### config.mk
export PLATFORM = sky130hd
export DESIGN_NAME = in_order_result_reorder_core_flat
export DESIGN_NICKNAME = d
export VERILOG_FILES = /design/src/ioro_pkg.sv /design/src/ioro_item_if.sv /design/src/ioro_result_if.sv /design/src/in_order_result_reorder_core.sv /design/src/ioro_ram.sv /design/src/ioro_ctrl.sv /design/src/ioro_datapath.sv /design/src/flat_wrapper.sv
export SDC_FILE = /design/constraint.sdc
export NUM_CORES = 2
export LEC_CHECK = 0
export BUFFER_PORTS_ARGS = -buffer_cell sky130_fd_sc_hd__buf_2
export CAP_MARGIN = 20
export CORE_ASPECT_RATIO = 1.25
export CORE_MARGIN = 3
export CORE_UTILIZATION = 45
export CTS_BUF_LIST = sky130_fd_sc_hd__clkbuf_8 sky130_fd_sc_hd__clkbuf_16
export DETAILED_ROUTE_END_ITERATION = 12
export PLACE_DENSITY = 0.59
export RECOVER_POWER = 100
export SYNTH_ARGS = -nofsm -noshare
export SYNTH_HDL_FRONTEND = slang
export SYNTH_HIERARCHICAL = 1
export SYNTH_SLANG_ARGS = --single-unit
### constraint.sdc
create_clock -name clk -period 15.2 [get_ports clk]
set_input_delay 3.04 -clock clk [delete_from_list [all_inputs] [get_ports clk]]
set_output_delay 3.04 -clock clk [all_outputs]
set_load 0.03 [all_outputs]
### src/ioro_pkg.sv
`default_nettype none

package ioro_pkg;

  // Field widths of the item and result words.
  localparam int ID_W  = 16;
  localparam int VAL_W = 32;
  localparam int TOT_W = 17;

  // Sequence length used after reset and for out-of-range register values.
  localparam logic [TOT_W-1:0] FULL_TOTAL = 17'h10000;

  // Default depth of the holding window.
  localparam int WINDOW_DEF = 64;

  // Commands from the controller to the datapath.
  typedef struct packed {
    logic take_in;     // an input word is accepted this cycle
    logic drain_emit;  // the next held entry moves to the output register
  } ioro_cmd_t;

  // Status from the datapath to the controller.
  typedef struct packed {
    logic out_free;    // the output register can be loaded this cycle
    logic hit;         // the offered word is good and carries the expected id
    logic more;        // the entry after the expected id is held and in range
  } ioro_status_t;

endpackage

`default_nettype wire

### src/ioro_item_if.sv
`default_nettype none

interface ioro_item_if;
  import ioro_pkg::*;

  logic                    valid;
  logic                    ready;
  logic [ID_W-1:0]         item_id;
  logic signed [VAL_W-1:0] item_value;

  modport source (output valid, output item_id, output item_value, input ready);
  modport sink (input valid, input item_id, input item_value, output ready);

endinterface

`default_nettype wire

### src/ioro_result_if.sv
`default_nettype none

interface ioro_result_if;
  import ioro_pkg::*;

  logic                    valid;
  logic                    ready;
  logic [ID_W-1:0]         out_id;
  logic signed [VAL_W-1:0] out_value;
  logic                    run_last;
  logic                    sequence_done;
  logic                    bad_item;

  modport source (
    output valid, output out_id, output out_value, output run_last,
    output sequence_done, output bad_item, input ready
  );
  modport sink (
    input valid, input out_id, input out_value, input run_last,
    input sequence_done, input bad_item, output ready
  );

endinterface

`default_nettype wire

### src/in_order_result_reorder_core.sv
// Reorder buffer: words tagged with a sequence id arrive in any order and leave strictly
// in id order. A word with the expected id is passed on at once, followed by every held
// word that is now next in line; a word further ahead, within WINDOW ids of the expected
// one, is parked in a slot of the holding memory chosen by its id modulo WINDOW. A word
// that is behind, past the sequence length, outside the window or a duplicate of a held
// slot is answered with a single result flagged bad_item and is dropped. A word that
// releases held entries is followed by them, one result per cycle while results are
// accepted, paced by the output register and the single read port of the holding memory,
// whose next slot is read ahead as the expected id advances. The input is not ready
// while a run drains or an unaccepted result blocks the output register. The sequence
// length register (cfg_wdata, written with cfg_we by the user only while idle; the block
// does not enforce this) resets to 65536; zero or values above 65536 act as 65536.
`default_nettype none

module in_order_result_reorder_core #(
  parameter int WINDOW = ioro_pkg::WINDOW_DEF
) (
  input  wire logic                       clk,
  input  wire logic                       rst,
  input  wire logic                       cfg_we,
  input  wire logic [ioro_pkg::TOT_W-1:0] cfg_wdata,
  ioro_item_if.sink                       item_in,
  ioro_result_if.source                   result_out
);
  import ioro_pkg::*;

  ioro_cmd_t    cmd;
  ioro_status_t status;

  // Sequencing of accepts and drained words.
  ioro_ctrl u_ctrl (
    .clk      (clk),
    .rst      (rst),
    .in_valid (item_in.valid),
    .in_ready (item_in.ready),
    .status   (status),
    .cmd      (cmd)
  );

  // Classification, holding memory and output register.
  ioro_datapath #(
    .WINDOW (WINDOW)
  ) u_datapath (
    .clk          (clk),
    .rst          (rst),
    .cfg_we       (cfg_we),
    .cfg_wdata    (cfg_wdata),
    .in_id        (item_in.item_id),
    .in_value     (item_in.item_value),
    .cmd          (cmd),
    .status       (status),
    .out_ready    (result_out.ready),
    .out_valid    (result_out.valid),
    .out_id       (result_out.out_id),
    .out_value    (result_out.out_value),
    .out_run_last (result_out.run_last),
    .out_done     (result_out.sequence_done),
    .out_bad      (result_out.bad_item)
  );

endmodule

`default_nettype wire

### src/ioro_ram.sv
`default_nettype none

module ioro_ram #(
  parameter int WIDTH = 32,
  parameter int DEPTH = 64
) (
  input  wire logic                     clk,
  input  wire logic                     we,
  input  wire logic [$clog2(DEPTH)-1:0] waddr,
  input  wire logic [WIDTH-1:0]         wdata,
  input  wire logic                     re,
  input  wire logic [$clog2(DEPTH)-1:0] raddr,
  output      logic [WIDTH-1:0]         rdata
);

  logic [WIDTH-1:0] mem [DEPTH];

  // One write port and one registered read port; rdata holds when re is low.
  always_ff @(posedge clk) begin
    if (we) begin
      mem[waddr] <= wdata;
    end
    if (re) begin
      rdata <= mem[raddr];
    end
  end

endmodule

`default_nettype wire

### src/ioro_ctrl.sv
`default_nettype none

module ioro_ctrl (
  input  wire logic                  clk,
  input  wire logic                  rst,
  input  wire logic                  in_valid,
  output      logic                  in_ready,
  input  wire ioro_pkg::ioro_status_t status,
  output      ioro_pkg::ioro_cmd_t   cmd
);
  import ioro_pkg::*;

  typedef enum logic [1:0] {
    S_IDLE  = 2'b01,
    S_DRAIN = 2'b10
  } state_t;

  state_t state;
  state_t state_next;

  // Handshake and commands follow directly from the state and the datapath status.
  always_comb begin
    in_ready       = (state == S_IDLE) && status.out_free;
    cmd.take_in    = in_ready && in_valid;
    cmd.drain_emit = (state == S_DRAIN) && status.out_free;
  end

  // Enter the drain state when an in-order word releases held entries; leave it after the last.
  always_comb begin
    state_next = state;
    unique case (state)
      S_IDLE: begin
        if (cmd.take_in && status.hit && status.more) begin
          state_next = S_DRAIN;
        end
      end
      S_DRAIN: begin
        if (cmd.drain_emit && !status.more) begin
          state_next = S_IDLE;
        end
      end
      default: state_next = S_IDLE;
    endcase
  end

  always_ff @(posedge clk) begin
    if (rst) begin
      state <= S_IDLE;
    end else begin
      state <= state_next;
    end
  end

endmodule

`default_nettype wire

### src/ioro_datapath.sv
`default_nettype none

module ioro_datapath #(
  parameter int WINDOW = ioro_pkg::WINDOW_DEF
) (
  input  wire logic                              clk,
  input  wire logic                              rst,
  input  wire logic                              cfg_we,
  input  wire logic [ioro_pkg::TOT_W-1:0]        cfg_wdata,
  input  wire logic [ioro_pkg::ID_W-1:0]         in_id,
  input  wire logic signed [ioro_pkg::VAL_W-1:0] in_value,
  input  wire ioro_pkg::ioro_cmd_t               cmd,
  output      ioro_pkg::ioro_status_t            status,
  input  wire logic                              out_ready,
  output      logic                              out_valid,
  output      logic [ioro_pkg::ID_W-1:0]         out_id,
  output      logic signed [ioro_pkg::VAL_W-1:0] out_value,
  output      logic                              out_run_last,
  output      logic                              out_done,
  output      logic                              out_bad
);
  import ioro_pkg::*;

  localparam int SW = $clog2(WINDOW);
  localparam int VD = 1 << SW;

  localparam logic [SW:0]      WIN_S  = (SW + 1)'(WINDOW);
  localparam logic [SW-1:0]    LAST_S = SW'(WINDOW - 1);
  localparam logic [TOT_W-1:0] WIN_T  = TOT_W'(WINDOW);

  // Architectural state.
  logic [TOT_W-1:0] total_items;
  logic [TOT_W-1:0] next_expected;
  logic [SW-1:0]    ne_slot;
  logic [VD-1:0]    held_valid;
  logic [TOT_W-1:0] received_count;

  // Classification of the offered word.
  logic [TOT_W-1:0] tot_eff;
  logic [TOT_W-1:0] id_ext;
  logic [TOT_W-1:0] diff;
  logic [SW:0]      slot_sum;
  logic [SW:0]      slot_wrap;
  logic [SW-1:0]    slot;
  logic [SW-1:0]    ne_slot_inc;
  logic [TOT_W-1:0] ne_plus;
  logic             bad;
  logic             is_done;

  // Holding memory ports.
  logic             ram_we;
  logic             ram_re;
  logic [VAL_W-1:0] ram_rdata;

  always_comb begin
    if (total_items == '0 || total_items > FULL_TOTAL) begin
      tot_eff = FULL_TOTAL;
    end else begin
      tot_eff = total_items;
    end
    id_ext = {1'b0, in_id};
    diff   = id_ext - next_expected;

    // Slot of the offered id, valid whenever the id lies inside the window.
    slot_sum  = {1'b0, ne_slot} + {1'b0, diff[SW-1:0]};
    slot_wrap = (slot_sum >= WIN_S) ? (slot_sum - WIN_S) : slot_sum;
    slot      = slot_wrap[SW-1:0];

    ne_slot_inc = (ne_slot == LAST_S) ? '0 : (ne_slot + 1'b1);
    ne_plus     = next_expected + 1'b1;

    bad = (id_ext < next_expected) || (id_ext >= tot_eff) || (diff >= WIN_T)
          || held_valid[slot];
    is_done = (next_expected == (tot_eff - 1'b1));

    status.out_free = !out_valid || out_ready;
    status.hit      = !bad && (diff == '0);
    status.more     = (ne_plus < tot_eff) && held_valid[ne_slot_inc];
  end

  // Park out-of-order words; fetch the next slot whenever the expected id advances.
  assign ram_we = cmd.take_in && !bad && (diff != '0);
  assign ram_re = (cmd.take_in && status.hit) || cmd.drain_emit;

  ioro_ram #(
    .WIDTH (VAL_W),
    .DEPTH (WINDOW)
  ) u_held (
    .clk   (clk),
    .we    (ram_we),
    .waddr (slot),
    .wdata (VAL_W'($unsigned(in_value))),
    .re    (ram_re),
    .raddr (ne_slot_inc),
    .rdata (ram_rdata)
  );

  // Register, expected id, valid marks and received count.
  always_ff @(posedge clk) begin
    if (rst) begin
      total_items    <= FULL_TOTAL;
      next_expected  <= '0;
      ne_slot        <= '0;
      held_valid     <= '0;
      received_count <= '0;
    end else begin
      if (cfg_we) begin
        total_items <= cfg_wdata;
      end
      if (cmd.take_in && !bad && (received_count < tot_eff)) begin
        received_count <= received_count + 1'b1;
      end
      if (ram_we) begin
        held_valid[slot] <= 1'b1;
      end
      if (cmd.drain_emit) begin
        held_valid[ne_slot] <= 1'b0;
      end
      if (ram_re) begin
        next_expected <= ne_plus;
        ne_slot       <= ne_slot_inc;
      end
    end
  end

  // Output register valid flag.
  always_ff @(posedge clk) begin
    if (rst) begin
      out_valid <= 1'b0;
    end else if ((cmd.take_in && (bad || status.hit)) || cmd.drain_emit) begin
      out_valid <= 1'b1;
    end else if (out_ready) begin
      out_valid <= 1'b0;
    end
  end

  // Output register payload.
  always_ff @(posedge clk) begin
    if (cmd.take_in && bad) begin
      out_id       <= in_id;
      out_value    <= in_value;
      out_run_last <= 1'b1;
      out_done     <= 1'b0;
      out_bad      <= 1'b1;
    end else if (cmd.take_in && status.hit) begin
      out_id       <= in_id;
      out_value    <= in_value;
      out_run_last <= !status.more;
      out_done     <= is_done;
      out_bad      <= 1'b0;
    end else if (cmd.drain_emit) begin
      out_id       <= next_expected[ID_W-1:0];
      out_value    <= $signed(ram_rdata);
      out_run_last <= !status.more;
      out_done     <= is_done;
      out_bad      <= 1'b0;
    end
  end

endmodule

`default_nettype wire

### src/flat_wrapper.sv
// flat-port wrapper written by rule: the top's interface ports become plain ports
module in_order_result_reorder_core_flat import ioro_pkg::*;
#(
  parameter int WINDOW = ioro_pkg::WINDOW_DEF
)
  (clk, rst, cfg_we, cfg_wdata, item_in_valid, item_in_item_id, item_in_item_value, item_in_ready, result_out_valid, result_out_out_id, result_out_out_value, result_out_run_last, result_out_sequence_done, result_out_bad_item, result_out_ready);
  ioro_item_if item_in_i ();
  ioro_result_if result_out_i ();
  input  wire logic clk;
  input  wire logic rst;
  input  wire logic cfg_we;
  input  wire logic [ioro_pkg::TOT_W-1:0] cfg_wdata;
  input wire logic [$bits(item_in_i.valid)-1:0] item_in_valid;
  input wire logic [$bits(item_in_i.item_id)-1:0] item_in_item_id;
  input wire logic [$bits(item_in_i.item_value)-1:0] item_in_item_value;
  output wire logic [$bits(item_in_i.ready)-1:0] item_in_ready;
  output wire logic [$bits(result_out_i.valid)-1:0] result_out_valid;
  output wire logic [$bits(result_out_i.out_id)-1:0] result_out_out_id;
  output wire logic [$bits(result_out_i.out_value)-1:0] result_out_out_value;
  output wire logic [$bits(result_out_i.run_last)-1:0] result_out_run_last;
  output wire logic [$bits(result_out_i.sequence_done)-1:0] result_out_sequence_done;
  output wire logic [$bits(result_out_i.bad_item)-1:0] result_out_bad_item;
  input wire logic [$bits(result_out_i.ready)-1:0] result_out_ready;
  assign item_in_i.valid = item_in_valid;
  assign item_in_i.item_id = item_in_item_id;
  assign item_in_i.item_value = item_in_item_value;
  assign item_in_ready = item_in_i.ready;
  assign result_out_valid = result_out_i.valid;
  assign result_out_out_id = result_out_i.out_id;
  assign result_out_out_value = result_out_i.out_value;
  assign result_out_run_last = result_out_i.run_last;
  assign result_out_sequence_done = result_out_i.sequence_done;
  assign result_out_bad_item = result_out_i.bad_item;
  assign result_out_i.ready = result_out_ready;
  in_order_result_reorder_core #(.WINDOW(WINDOW)) u_core (.clk(clk), .rst(rst), .cfg_we(cfg_we), .cfg_wdata(cfg_wdata), .item_in(item_in_i), .result_out(result_out_i));
endmodule
== Yosys cells after proc, flatten, opt, wreduce, memory -nomap -nowiden ==
Memory sizes are Yosys's and may differ from the RTL's. A register that Yosys moved wholly into a read port is not among the register bits.
Cells that the tools add are included.

* Register bits after elaboration: 158
* Logic and storage cells: 103
* Bits in writable memories: 2048
* Output and inout port bits: 53
* Memories: 1

{| class="wikitable"
|+ Memory list
! memory !! words !! bits a word !! read ports !! clocked after Yosys merged registers in !! write ports !! RTL line !! RTL
|-
| u_core.u_datapath.u_held.mem || 64 || 32 || 1 || 1 || 1 || ioro_ram.sv:16 || <nowiki>logic [WIDTH-1:0] mem [DEPTH];</nowiki>
|}

* Add/subtract/negate cells: 6
* Multiplexer cells: 33
* Eq/ne operators: 6
* Order comparisons: 11
* Reduce and logical (&&, ||, !) cells: 32
* Bitwise gates (word level): 3

{| class="wikitable"
|+ Operators with widths
! cell !! count
|-
| 64-bit two-way mux || 3
|-
| 32-bit two-way mux || 3
|-
| 64-bit AND || 1
|-
| 64-bit inverter || 1
|-
| 64-bit OR || 1
|-
| 16-bit two-way mux || 3
|-
| 17-bit zero test || 2
|-
| 6-bit by 7-bit less-than comparator with 1-bit output, second input constant || 3
|-
| 17-bit by 1-bit adder with 17-bit output, second input constant || 1
|-
| 17-bit == test || 1
|-
| 16-bit by 17-bit greater-or-equal comparator with 1-bit output || 1
|-
| 17-bit by 7-bit greater-or-equal comparator with 1-bit output, second input constant || 1
|-
| 17-bit > comparator, second input constant || 1
|-
| 16-bit by 17-bit less-than comparator with 1-bit output || 1
|-
| 17-bit less-than comparator || 1
|-
| 17-bit two-way mux || 1
|-
| 17-bit nonzero test || 1
|-
| 16-bit by 17-bit subtractor with 17-bit output || 1
|-
| 17-bit by 1-bit subtractor with 17-bit output, second input constant || 1
|-
| 1-bit logical AND || 14
|-
| 1-bit two-way mux || 14
|-
| 1-bit binary-select mux with 6-bit select || 2
|-
| 1-bit demux with 6-bit select || 2
|-
| 6-bit by 1-bit greater-or-equal comparator with 1-bit output, second input constant || 2
|-
| 16 further kinds || 29
|}

== Depth between registers and ports, before layout ==
* Depth after elaboration: 14
* Mapped depth: 25

== Hierarchy ==
Netlist, hierarchy kept.

{| class="wikitable"
|+ Modules (own cells, without submodules)
! module !! times used !! sequential area each (µm²) !! cells an instance !! area each (µm²)
|-
| ioro_ram || 1 || 62459.9 || 3324 || 78835.6
|-
| ioro_datapath || 1 || 3603.5 || 1241 || 10770.3
|-
| ioro_ctrl || 1 || 40.0 || 12 || 106.4
|}

== Worst setup path before layout ==
Ideal clock, no wire load.

* Path type: input -> register
* Start: input item_in_item_id[0]
* End: memory u_core.u_datapath.u_held.mem[48][0] (enable)
* Data required time: 14739 ps
* Library setup time: 461 ps
* Setup slack: 5373 ps
* Path buffers: 4
* Stages: 19
* Arrival time: 9366 ps
* Path through: inv_1 > ha_1 > inv_1 > fa_1 > inv_1 > fa_1 > buf_2 > clkbuf_1 > mux4_2 > a2111oi_0 > nor4_1 > mux2_2 > nor4_4 > and3_1 > buf_6 > buf_6 > nor2b_1 > nand4b_1 > nor3_1

* Cells in the longest elaborated chain, start to end: 12
* Elaborated cells between the ends (all ways): 19
* Classes of those cells: add/sub: 3; order compare: 4; mux: 5; reduce/logical: 7

{| class="wikitable"
|+ Ends and longest elaborated chain
! element !! RTL line !! RTL
|-
| start, declared || flat_wrapper.sv:14 || <nowiki>input wire logic [$bits(item_in_i.item_id)-1:0] item_in_item_id;</nowiki>
|-
| 16-bit by 17-bit subtractor with 17-bit output || ioro_datapath.sv:62 || <nowiki>diff = id_ext - next_expected;</nowiki>
|-
| 6-bit by 6-bit adder with 7-bit output || ioro_datapath.sv:65 || <nowiki>slot_sum = {1'b0, ne_slot} + {1'b0, diff[SW-1:0]};</nowiki>
|-
| 6-bit by 1-bit subtractor with 6-bit output / 7-bit greater-or-equal comparator (equally long branches) || ioro_datapath.sv:66 || <nowiki>slot_wrap = (slot_sum >= WIN_S) ? (slot_sum - WIN_S) : slot_sum;</nowiki>
|-
| 6-bit two-way mux || ioro_datapath.sv:66 ||
|-
| 1-bit binary-select mux with 6-bit select || ioro_datapath.sv:73 || <nowiki>|| held_valid[slot];</nowiki>
|-
| 1-bit two-way mux (implied by the code) || ioro_datapath.sv:73 ||
|-
| 1-bit logical OR || ioro_datapath.sv:73 ||
|-
| 1-bit zero test || - ||
|-
| 1-bit logical AND || - ||
|-
| 1-bit logical AND * || ioro_datapath.sv:82 || <nowiki>assign ram_we = cmd.take_in && !bad && (diff != '0);</nowiki>
|-
| named net u_core.u_datapath.ram_we || ioro_datapath.sv:51 || <nowiki>logic ram_we;</nowiki>
|-
| 1-bit two-way mux * || ioro_ram.sv:20 || <nowiki>if (we) begin</nowiki>
|-
| 1-bit two-way mux (implied by the code) * || ioro_ram.sv:21 || <nowiki>mem[waddr] <= wdata;</nowiki>
|-
| end, declared || ioro_ram.sv:16 ||
|}

Mark *: on every way through the listed nets, which the timed path passes. The rest lies on a longest branch. The select of a mux whose other input is x is not followed.

== Final worst setup path ==
* Start: input item_in_item_id[0]
* End: memory u_core.u_datapath.u_held.mem[30][29] (enable)

* Cells in the longest elaborated chain, start to end: 12
* Elaborated cells between the ends (all ways): 19
* Classes of those cells: add/sub: 3; order compare: 4; mux: 5; reduce/logical: 7

{| class="wikitable"
|+ Ends and longest elaborated chain
! element !! RTL line
|-
| 16-bit by 17-bit subtractor with 17-bit output || ioro_datapath.sv:62
|-
| 6-bit by 6-bit adder with 7-bit output || ioro_datapath.sv:65
|-
| 6-bit by 1-bit subtractor with 6-bit output / 7-bit greater-or-equal comparator (equally long branches) || ioro_datapath.sv:66
|-
| 6-bit two-way mux || ioro_datapath.sv:66
|-
| 1-bit binary-select mux with 6-bit select || ioro_datapath.sv:73
|-
| 1-bit two-way mux (implied by the code) || ioro_datapath.sv:73
|-
| 1-bit logical OR || ioro_datapath.sv:73
|-
| 1-bit zero test || -
|-
| 1-bit logical AND || -
|-
| 1-bit logical AND || ioro_datapath.sv:82
|-
| 1-bit two-way mux || ioro_ram.sv:20
|-
| 1-bit two-way mux (implied by the code) || ioro_ram.sv:21
|}

Several ways; a longest one is shown, not always the timed one. The select of a mux whose other input is x is not followed.

==> flow_summary.toml <==
[die]
dieArea_um2 = 205000
die_w_um = 405
fp-row-count = 182
io_pins = 123
start_util_pct = 45.4
die_h_um = 505
coreArea_um2 = 197000

[cts]
path_clk_slew_ns = 0.06
cts_setup_buffers = 0
root_buffer = "clkbuf_16"
ctsResizeCount = 0
cts.sinks = 2238
insertion_delay_ns = 0.89
cts_buffers = 212
cts-htree-levels = 4
clockBufferDepth = 3
hold_buffers = 0
cts_tree = "built"

[timing]
worstMarginPinSlew_ns = 4.41
drv_slew = 3803
finalHoldViolCount = 0
fin_crit_ns = 12.43
relSlewSlack_pct = -194
setup_slack_ns = 2.77
setup_viol = 0
period_share_pct = 81.8
fmax_mhz = 80.5
holdWs_ns = 0.512
final.setup.tns_ns = 0
rsz0062_at_grt = "no"
fin_worst_skew_ns = 0.0592

[logic_synthesis]
synth_top_area_share_pct = 71.2
synth-adder-area-share_pct = 0.854
ys_async_sr_fraction_pct = 0
synth_top_area_cell = "edfxtp_1"
synth_compound_area_share_pct = 3.77
synth_cell_types = 81
synthCells = 4577
synth_top_family_by_area = "multiplexers"
synth_area_um2 = 89700
synth.avg_cell_area_um2 = 19.6
ys_top_cells_by_area = "edfxtp_1 71%, mux4_2 14%, dfxtp_1 2.5%"
synth_edf_count = 2128
synth-seq-area-share_pct = 73.7
synth_xor_area_share_pct = 0.569
ys_warn_count = 6
synth_top_flop_cell = "edfxtp_1"
synth.area.mux_share_pct = 16.1
synth_simple_gate_area_share_pct = 3.44
synthesis.nets = 4707
synth_seq_cells = 2238

[worst_setup_path]
crit_fanout = 70
path_depth = 20
rr_endpoint = "u_core/u_datapath/u_held/mem[30][29]$_DFFE_PP_"
crit_path_frequent_cell = "inv_1"
worst_setup_path_start_kind = "input pin"
r2r_slack_ns = 3.61
crit_buf_inv = 6
crit_family = "simple AND/OR/NAND/NOR gates"
worstPathCellList = "clkbuf_1, inv_1, ha_1, inv_1, fa_1, inv_1, fa_1, nor2_1, a221oi_1, o22ai_1, a2111oi_0, nor4_1, mux2_2, nor4_1, and3_2, buf_4, nor2b_1, nand3_1, nor2_1, clkbuf_1"
worst_path_max_delay_cell = "nor2_1"
rr_worst_depth = 21
critPathMaxStageDelay_ns = 1.58
end_kind = "flop"
rr_startpoint = "u_core/u_datapath/total_items[2]$_SDFFE_PP0P_"
worstSetupPathType = "input pin to flop"
cp.required_ns = 15.66
cp.arrival_ns = 12.89

[drt]
wirelength_um = 255000
drt_iter0_drc = 6154
vias = 47300
ant_nets = 0
first_pass_iters = 7
wl_per_cell_um = 33.8
drt-vias-per-instance = 6.26
drc = 0

[finish]
finalNonFillerCells = 7556
drive_above_1_share_pct = 21.0
fin_nets = 4916
nFillCells = 15800
mostFrequentLayoutCell = "edfxtp_1"
synthToLayoutAreaGrowth_pct = 11.7
layout_common_cells = "2128 x edfxtp_1, 552 x mux4_2, 257 x nor2_1, 213 x clkbuf_16, 161 x clkbuf_1"

[outcome]
outcome = "complete, but fails checks"
violations = "capacitance limit, slew limit"

[placed_design]
place_congestion = 0.949
dpl.cell_count = 7130
place_hpwl_um = 157000
post-place-ws_ns = 4.23
io_buffers = 122

[min_path]
hold_start = "u_core/u_datapath/total_items[16]$_SDFFE_PP1P_"
holdPathStages = 2
min_to = "u_core/u_datapath/total_items[16]$_SDFFE_PP1P_"
min_path_type = "flop to flop"

[power]
powerDensity_nw_per_um2 = 124
peakVddDrop_v = 0.000138
p_leak_nw = 31.3
finalPower_w = 0.0124

[grt]
grt_max_degree = 106
grt_first_pass_wirelength_um = 356000
grt_usage_pct = 24.7
grt_remaining_overflow = 0
antenna_found_initial = 17
grt_pass1_vias = 45900

[job]
drv_cap = 101
-- cell type report --
type                            count  area, um2  share of cell area, %
Inverter                           51        199                  0.198
Clock buffer                      214       5340                   5.33
Multi-Input combinational cell   2027      22300                   22.3
Tap cell                         2576       3220                   3.22
Clock inverter                    178       1720                   1.72
Antenna cell                       16       40.0                 0.0399
Sequential cell                  2238      66100                   65.9
Timing Repair Buffer              256       1300                   1.29
-- state kept, by name, indices dropped and copies added, names as in the netlist, 2 cells and up --
name	flops
u_core/u_datapath/next_expected	17
u_core/u_datapath/out_id	16
u_core/u_datapath/total_items	17
u_core/u_ctrl/state	2
u_core/u_datapath/u_held/rdata	32
u_core/u_datapath/out_value	32
u_core/u_datapath/held_valid	64
u_core/u_datapath/ne_slot	6
u_core/u_datapath/u_held/mem	2048
-- cells in the mapped netlist, drive strengths merged, types with 10 or more instances --
cell type and number:
and3 17, clkbuf 123, ha 58, a211oi 36
mux4 552, a21o 18, nand3b 13, or3 14
nand2b 17, o21ai 45, a31oi 77, xnor2 42
mux2 56, dfxtp 110, nor2b 27, nand2 106
inv 47, edfxtp 2128, a21oi 124, mux2i 134
a22oi 16, a311oi 15, o21a 10, nor2 276
o22ai 88, nand3 53, xor2 12, nor3 65
nand4 12, buf 138, o221ai 30, nor4 14
-- report_power, final --
group	switching (W)	internal, W	leakage [nW]
logic	0.000254	0.0000627	7.69
clock network	0.00237	0.00297	3.60
registers	0.0000145	0.00677	20.0
-- layer usage --
layer,up-vias,share of wire (%),track usage [%]
met3,356,8.2,4.51
met5,-,0,0
met1,25400,40,34.9
li1,19400,-,-
met2,2173,48,39.1
met4,0,3.6,8.15
-- worst reg2reg max path: stages, from the launching register on --
cell and delay, ns:
dfxtp_1 0.37, nor4_1 0.48, nor4b_1 0.76, and4b_1 0.45, nand3_1 0.11, ha_1 0.52, inv_1 0.48, nand2_1 0.20
ha_1 0.22, a21oi_1 0.22, o22ai_1 0.12, a2111oi_0 0.63, nand4_1 0.18, a2111oi_0 0.32, nand3_1 0.13, nor4_1 0.83
and3_2 0.30, buf_4 0.62, nor2b_1 0.39, nand3_1 1.01, nor2_1 1.59, clkbuf_1 1.23
-- logic make-up (layout without fill, tap and decap cells) --
logic type               Yosys count  count (layout)
buffers and inverters            312             699
flip-flops                      2238            2238
other                              0              16
XOR/XNOR                          55              55
AO/OA/AOI/OAI                    515             515
adder cells (fa/ha/maj)           60              60
AND/OR/NAND/NOR                  655             655
multiplexers                     742             742
-- stage by stage --
stage	utilization, %	cell area, um2
global placement	47.5	93700
finish	50.8	100000
detailed placement	47.6	94000
CTS	51.2	101000
global route	50.8	100000
floorplan	-	89700
-- worst max-delay path by stage --
stage                        from                                              to  slack [ns]
2_1_floorplan  item_in_item_id[0]   u_core/u_datapath/u_held/mem[48][0]$_DFFE_PP_        5.37
3_3_place_gp   item_in_item_id[0]  u_core/u_datapath/u_held/mem[38][27]$_DFFE_PP_        4.26
3_5_place_dp   item_in_item_id[0]   u_core/u_datapath/u_held/mem[6][31]$_DFFE_PP_        4.23
4_1_cts        item_in_item_id[0]    u_core/u_datapath/u_held/mem[6][8]$_DFFE_PP_        5.16
5_1_grt        item_in_item_id[0]    u_core/u_datapath/u_held/mem[9][5]$_DFFE_PP_        2.38
6_report       item_in_item_id[0]  u_core/u_datapath/u_held/mem[30][29]$_DFFE_PP_        2.77
Note: power is estimated with default switching activity, not from simulation.
